### src/rtl/qrs_pkg.sv
// Package of the quadratic root solver: widths, root class codes and payload types.
// Used by every module of the block but qrs_div; depends on nothing.
package qrs_pkg;

    localparam int DATA_WIDTH        = 32;
    localparam int FRAC_BITS_DEFAULT = 16;
    localparam int DISC_W            = 2 * DATA_WIDTH + 2;
    localparam int QUEUE_DEPTH       = 4;

    typedef enum logic [2:0] {
        CLS_TWO    = 3'd0,
        CLS_DOUBLE = 3'd1,
        CLS_NONE   = 3'd2,
        CLS_LINEAR = 3'd3,
        CLS_DEGEN  = 3'd4
    } root_class_t;

    typedef struct packed {
        logic signed [DATA_WIDTH-1:0] coef_a;
        logic signed [DATA_WIDTH-1:0] coef_b;
        logic signed [DATA_WIDTH-1:0] coef_c;
    } coef_t;

    typedef struct packed {
        root_class_t                  root_class;
        logic signed [DATA_WIDTH-1:0] root_one;
        logic signed [DATA_WIDTH-1:0] root_two;
        logic                         saturated;
    } roots_t;

    // A classified item as it travels from the front to the back.
    typedef struct packed {
        root_class_t                  cls;
        logic signed [DATA_WIDTH-1:0] a;
        logic signed [DATA_WIDTH-1:0] b;
        logic signed [DATA_WIDTH-1:0] c;
        logic [DISC_W-1:0]            disc;
    } qent_t;

endpackage

### src/rtl/qrs_queue.sv
// Short queue of classified items between the front and the back.
// Depends on qrs_pkg for the item type and the depth.
module qrs_queue (
    input  logic           clk,
    input  logic           rst_n,
    input  logic           push_valid,
    output logic           push_ready,
    input  qrs_pkg::qent_t push_data,
    output logic           pop_valid,
    input  logic           pop_ready,
    output qrs_pkg::qent_t pop_data
);

    localparam int DEPTH = qrs_pkg::QUEUE_DEPTH;
    localparam int PW    = $clog2(DEPTH);
    localparam int CW    = $clog2(DEPTH + 1);

    qrs_pkg::qent_t slot_reg [DEPTH];
    logic [PW-1:0]  wr_ptr_reg;
    logic [PW-1:0]  wr_ptr_next;
    logic [PW-1:0]  rd_ptr_reg;
    logic [PW-1:0]  rd_ptr_next;
    logic [CW-1:0]  count_reg;
    logic [CW-1:0]  count_next;
    logic           push;
    logic           pop;

    assign push_ready = count_reg != CW'(DEPTH);
    assign pop_valid  = count_reg != '0;
    assign pop_data   = slot_reg[rd_ptr_reg];
    assign push       = push_valid && push_ready;
    assign pop        = pop_valid && pop_ready;

    // Pointer and fill count update.
    always_comb
    begin
        wr_ptr_next = wr_ptr_reg;
        rd_ptr_next = rd_ptr_reg;
        count_next  = count_reg;
        if (push)
        begin
            wr_ptr_next = (wr_ptr_reg == PW'(DEPTH - 1)) ? '0 : wr_ptr_reg + 1'b1;
        end
        if (pop)
        begin
            rd_ptr_next = (rd_ptr_reg == PW'(DEPTH - 1)) ? '0 : rd_ptr_reg + 1'b1;
        end
        if (push && !pop)
        begin
            count_next = count_reg + 1'b1;
        end
        else if (pop && !push)
        begin
            count_next = count_reg - 1'b1;
        end
    end

    always_ff @(posedge clk or negedge rst_n)
    begin
        if (!rst_n)
        begin
            wr_ptr_reg <= '0;
            rd_ptr_reg <= '0;
            count_reg  <= '0;
        end
        else
        begin
            wr_ptr_reg <= wr_ptr_next;
            rd_ptr_reg <= rd_ptr_next;
            count_reg  <= count_next;
        end
    end

    // Item storage.
    always_ff @(posedge clk)
    begin
        if (push)
        begin
            slot_reg[wr_ptr_reg] <= push_data;
        end
    end

endmodule

### config.mk
export PLATFORM = sky130hd
export DESIGN_NAME = qrs_queue
export DESIGN_NICKNAME = d
export VERILOG_FILES = /design/src/rtl/qrs_pkg.sv /design/src/rtl/qrs_queue.sv
export SDC_FILE = /design/constraint.sdc
export NUM_CORES = 1
export LEC_CHECK = 0
export ABC_AREA = 1
export BUFFER_PORTS_ARGS = -buffer_cell sky130_fd_sc_hd__buf_4
export CAP_MARGIN = 25
export CORE_UTILIZATION = 52
export CTS_CLUSTER_DIAMETER = 40
export DETAILED_ROUTE_END_ITERATION = 12
export PLACE_DENSITY = 0.71
export SYNTH_ARGS = -nofsm -noshare
export SYNTH_HDL_FRONTEND = slang
export SYNTH_SLANG_ARGS = --single-unit
### constraint.sdc
create_clock -name clk -period 8.5 [get_ports clk]
set_input_delay 1.275 -clock clk [delete_from_list [all_inputs] [get_ports clk]]
set_output_delay 1.275 -clock clk [all_outputs]
set_load 0.01 [all_outputs]
After elaboration in Yosys (flattened, before gate mapping)
Memories as Yosys holds them, arrays and structs flattened.
Index checks and enable logic that the tools add are counted.
{ "word_totals": {"ff_bits": 7, "ram_bits": 660, "inputBits": 169, "output_inout_bits": 167, "wordCells": 25, "n_memories": 1} }
{ "mem_list": {"columns": ["memory", "words", "width", "rd", "rd_clocked_by_memory_dff", "wr", "line_no", "source"], "rows": [
  ["slot_reg", 4, 165, 1, 0, 1, "qrs_queue.sv:18", "qrs_pkg::qent_t slot_reg [DEPTH];"]
]} }
{ "classes": {"addsub": 4, "n_eq_ne": 3, "mux": 6, "n_reduce_logical": 8} }
{ "op_table": {"columns": ["operator", "n"], "rows": [
  ["$mux 3", 2],
  ["$add 2x1->2 const B", 2],
  ["$eq 2x2->1 const B", 2],
  ["$logic_and 1x1->1", 4],
  ["$mux 2", 2],
  ["$add 3x1->3 const B", 1],
  ["$ne 3x3->1 const B", 1],
  ["$reduce_bool 3->1", 1],
  ["$sub 3x1->3 const B", 1],
  ["$logic_not 1->1", 2],
  ["$mux 1", 2],
  ["$reduce_bool 2->1", 1]
]} }

Depth between registers and ports, before layout
{ "logic_depth": {"depth_word": 6, "mapped_depth": 12, "ltp_nobuf": 12} }

Worst setup path before layout
OpenSTA, ideal clock, no wires.
{ "synth_timing": {"path_kind": "input -> register", "start": "input push_valid", "end": "memory slot_reg[0][0] (netlist bit) (enable)", "setup_ps": 693, "arrival_ps": 8271, "t_required_ps": 7807, "setup_slack_ps": -464, "path_stages": 2, "path_buffers": 0, "path_cell_list": "nand2_1 nor2_1"} }
{ "synth_via": {"elab_chain_cells": 3} }
{ "synth_lines": {"columns": ["element", "line_no", "source"], "rows": [
  ["start, declared", "qrs_queue.sv:6", "input logic push_valid,"],
  ["$logic_and 1x1->1", "qrs_queue.sv:31", "assign push = push_valid && push_ready;"],
  ["$mux 1", "qrs_queue.sv:77", "if (push)"],
  ["$mux 1 (implied by the code)", "qrs_queue.sv:79", "slot_reg[wr_ptr_reg] <= push_data;"],
  ["end, declared", "qrs_queue.sv:18", null]
]} }
No other way between the ends.

==> results.sh <==
export IMPL_setup_viol_count_final=0
export IMPL_synth_lib_cells_used_distinct=19
export IMPL_reg2regPathDepth=6
export IMPL_dp_worst_setup_slack_ns=4.29
export IMPL_drt_antenna_violating_nets=0
export IMPL_fin_area_sq_um=33300
export IMPL_detail_route_met3_wl_um=4100
export IMPL_leading_cell_types_by_total_area_after_synthesis="sky130_fd_sc_hd__edfxtp_1 (73%), sky130_fd_sc_hd__nand2_1 (7.0%), sky130_fd_sc_hd__o211ai_2 (6.8%), sky130_fd_sc_hd__o211ai_1 (5.0%), sky130_fd_sc_hd__inv_1 (4.7%)"
export IMPL_regToRegSetupSlack_ns=5.18
export IMPL_io_buffers=335
export IMPL_post_cts_repair_setup_buffers=0
export IMPL_synth_cell_area_sq_um=27300
export IMPL_maximum_number_of_pins_on_one_net_before_global_route_repair=218
export IMPL_hold_slack_ns=0.474
export IMPL_postLayoutCoreUtil_pct=64.5
export IMPL_cp_data_required_time_ns=7.22
export IMPL_m1WireLength_um=22600
export IMPL_relSlewSlack_pct=25.1
export IMPL_post_cts_hold_buffer_count=0
export IMPL_place_detailed_hpwl_um=31800
export IMPL_cts_repair_resized=0
export IMPL_antenna_found_initial=1
export IMPL_finalPower_mw=12.4
export IMPL_timing_critical_path_fanout_max=196
export IMPL_met2_wirelength_um=27600
export IMPL_ys_seq_elements=667
export IMPL_status="finished clean"
export IMPL_cts_tree="done"
export IMPL_track_usage_pct=20.7
export IMPL_critical_path_endpoint_type="output port"
export IMPL_die_w_um=231
export IMPL_globalplace_congestion=0.746
export IMPL_timing_clock_skew_ns=0.0188
export IMPL_timing_critical_path_max_delay_family="buffers and inverters"
export IMPL_element_type_at_the_critical_path_start="register"
export IMPL_via_count_of_the_first_global_routing_pass=15900
export IMPL_hold_path_class="in2async"
export IMPL_critical_path_reg2reg_endpoint="slot_reg[2][68]"
export IMPL_cpPeakStageDelay_ns=0.77
export IMPL_flow_area_growth_from_synthesis_pct=21.9
export IMPL_synth_yosys_warnings=0
export IMPL_synthDominantAreaCellType="sky130_fd_sc_hd__edfxtp_1"
export IMPL_cell_by_cell_trace_of_the_critical_path="buf_16 > buf_4 > buf_12 > nand2_1 > o211ai_1 > nand2_1 > buf_4"
export IMPL_detail_route_vias_per_cell=5.13
export IMPL_layout_drive_gt1_share_pct=28.0
export IMPL_combPwrFrac_pct=33.1
export IMPL_route_detailed_wl_per_inst_um=17.9
export IMPL_setup_tns_final_ns=0
export IMPL_power_frac_seq_pct=36.7
export IMPL_top_layer="met4"
export IMPL_cp_buffers_inverters=4
export IMPL_wire_length_of_the_first_global_routing_pass_um=85100
export IMPL_leakagePower_nw=13.3
export IMPL_clock_path_buffers=3
export IMPL_final_number_of_max_transition_violations=0
export IMPL_intPower_mw=8.15
export IMPL_timing_final_crit_period_ns=4.73
export IMPL_vdd_ir_drop_worst_uv=277
export IMPL_min_period_over_period_pct=55.7
export IMPL_final_setup_worst_slack_ns=3.77
export IMPL_final_cell_mix="sky130_fd_sc_hd__edfxtp_1 (660), sky130_fd_sc_hd__nand2_1 (510), sky130_fd_sc_hd__buf_4 (355)"
export IMPL_finalNetCount=2501
export IMPL_clock_power_share_pct=30.2
export IMPL_number_of_nets_produced_by_synthesis=2161
export IMPL_power_switching_mw=4.21
export IMPL_synth_yosys_seq_area_share_pct=73.2
export IMPL_tightest_slew_ns=1.12
export IMPL_cts_inserted_buffers=91
export IMPL_clk_pin_slew_ns=0.05
export IMPL_detailed_place_area_sq_um=30200
export IMPL_timing_rr_start="count_reg[0]"
export IMPL_clock_root_cell="sky130_fd_sc_hd__clkbuf_16"
export IMPL_post_place_cells=2911
export IMPL_cts_htree_levels=3
export IMPL_final_cell_count_no_fill=3085
export IMPL_boundaryPins=336
export IMPL_max_clock_freq_mhz=211
export IMPL_insertion_delay_ns=0.62
export IMPL_core_region_area_sq_um=51600
export IMPL_synth_avg_cell_area_sq_um=13.8
export IMPL_drtIter0Drc=1057
export IMPL_grt_setup_unrepaired="no"
export IMPL_nFillCells=3689
export IMPL_core_rowCount=83
export IMPL_crit_slowest_cell="sky130_fd_sc_hd__dfrtp_4"
export IMPL_first_pass_iters=5
export IMPL_via_count=15800
export IMPL_maxCapViolCount=0
export IMPL_grt_overflow=0
export IMPL_wirelength_um=55200
export IMPL_finalHoldViolations=0
export IMPL_mostFrequentLayoutCell="sky130_fd_sc_hd__edfxtp_1"
export IMPL_largest_reg_flops=660
export IMPL_cp_arrival_ns=3.46
export IMPL_drt_drc_violations_left=0
export IMPL_floorplan_initialDensity_pct=52.9
export IMPL_power_density_nw_per_um2=371
export IMPL_clkSinkCount=667
export IMPL_synth_largest_type_area_fraction_pct=72.6
export IMPL_full_die_area_sq_um=53400
export IMPL_p_sw_share_pct=34.1
export IMPL_setup_worst_path_class="reg2out"
export IMPL_syn_instance_count=1985
export IMPL_die_y_um=231
==> metal layers <==
| metal | vias up | track usage (%) |
|---|---|---|
| li1 | 7643 | - |
| met1 | 7736 | 25.9 |
| met2 | 381 | 34.7 |
| met3 | 69 | 6.24 |
| met4 | 0 | 6.02 |
| met5 | - | 0 |
==> worst register-to-register path, stage by stage, from the launching register on <==
cell	delay (ns)
sky130_fd_sc_hd__dfrtp_1	0.41
sky130_fd_sc_hd__inv_1	0.08
sky130_fd_sc_hd__nand3_1	0.18
sky130_fd_sc_hd__nand2_1	0.32
sky130_fd_sc_hd__nor2_4	0.62
sky130_fd_sc_hd__buf_4	0.49
sky130_fd_sc_hd__buf_4	0.77
==> worst max path at each step <==
stage / to / from / slack (ns) / cells past startpoint
after floorplan: slot_reg[0][0] / push_valid / -0.46 / 2
after global placement: pop_data[59] / rd_ptr_reg[0] / 4.40 / 6
after detailed placement: pop_data[92] / rd_ptr_reg[0] / 4.29 / 6
after CTS: pop_data[63] / rd_ptr_reg[0] / 3.61 / 6
after global routing: pop_data[63] / rd_ptr_reg[0] / 3.62 / 7
final: pop_data[63] / rd_ptr_reg[0] / 3.77 / 7
==> synth_stat cells (all sizes together) <==
cell type  instances
buf               79
clkbuf            32
dfrtp              7
edfxtp           660
fa                 1
ha                 6
inv              344
nand2            510
nand3              7
nand4              1
nor2               6
o211ai           330
o21ai              1
xnor2              1
==> cell type report <==
cell class / count / area (sq um) / share of cell area [%]
Timing Repair Buffer: 358 / 2730 / 8.20
Multi-Input combinational cell: 863 / 5340 / 16.0
Tap cell: 680 / 851 / 2.55
Sequential cell: 667 / 20000 / 60.1
Inverter: 344 / 1300 / 3.90
Antenna cell: 3 / 7.51 / 0.0225
Clock buffer: 99 / 2350 / 7.06
Clock inverter: 71 / 723 / 2.17
==> power groups by stage <==
stage                     clock, mW  sequential (mW)  combinational (mW)
after floorplan                   0             4.68                2.61
after CTS                      3.80             4.58                4.10
after global routing           3.94             4.59                4.46
final                          3.73             4.54                4.09
after global placement            0             4.62                4.01
after detailed placement          0             4.65                4.08
==> kinds of logic after synthesis <==
logic type,Yosys count,share of synthesized area [%]
DFF,667,73.2
and+or+nand+nor,524,7.24
AOI/OAI and AO/OA,331,11.8
buffers and inverters,455,7.35
xor gates and xnor gates,1,0.0321
adders and majority gates,7,0.348
Note: power is estimated with default switching activity, not from simulation.
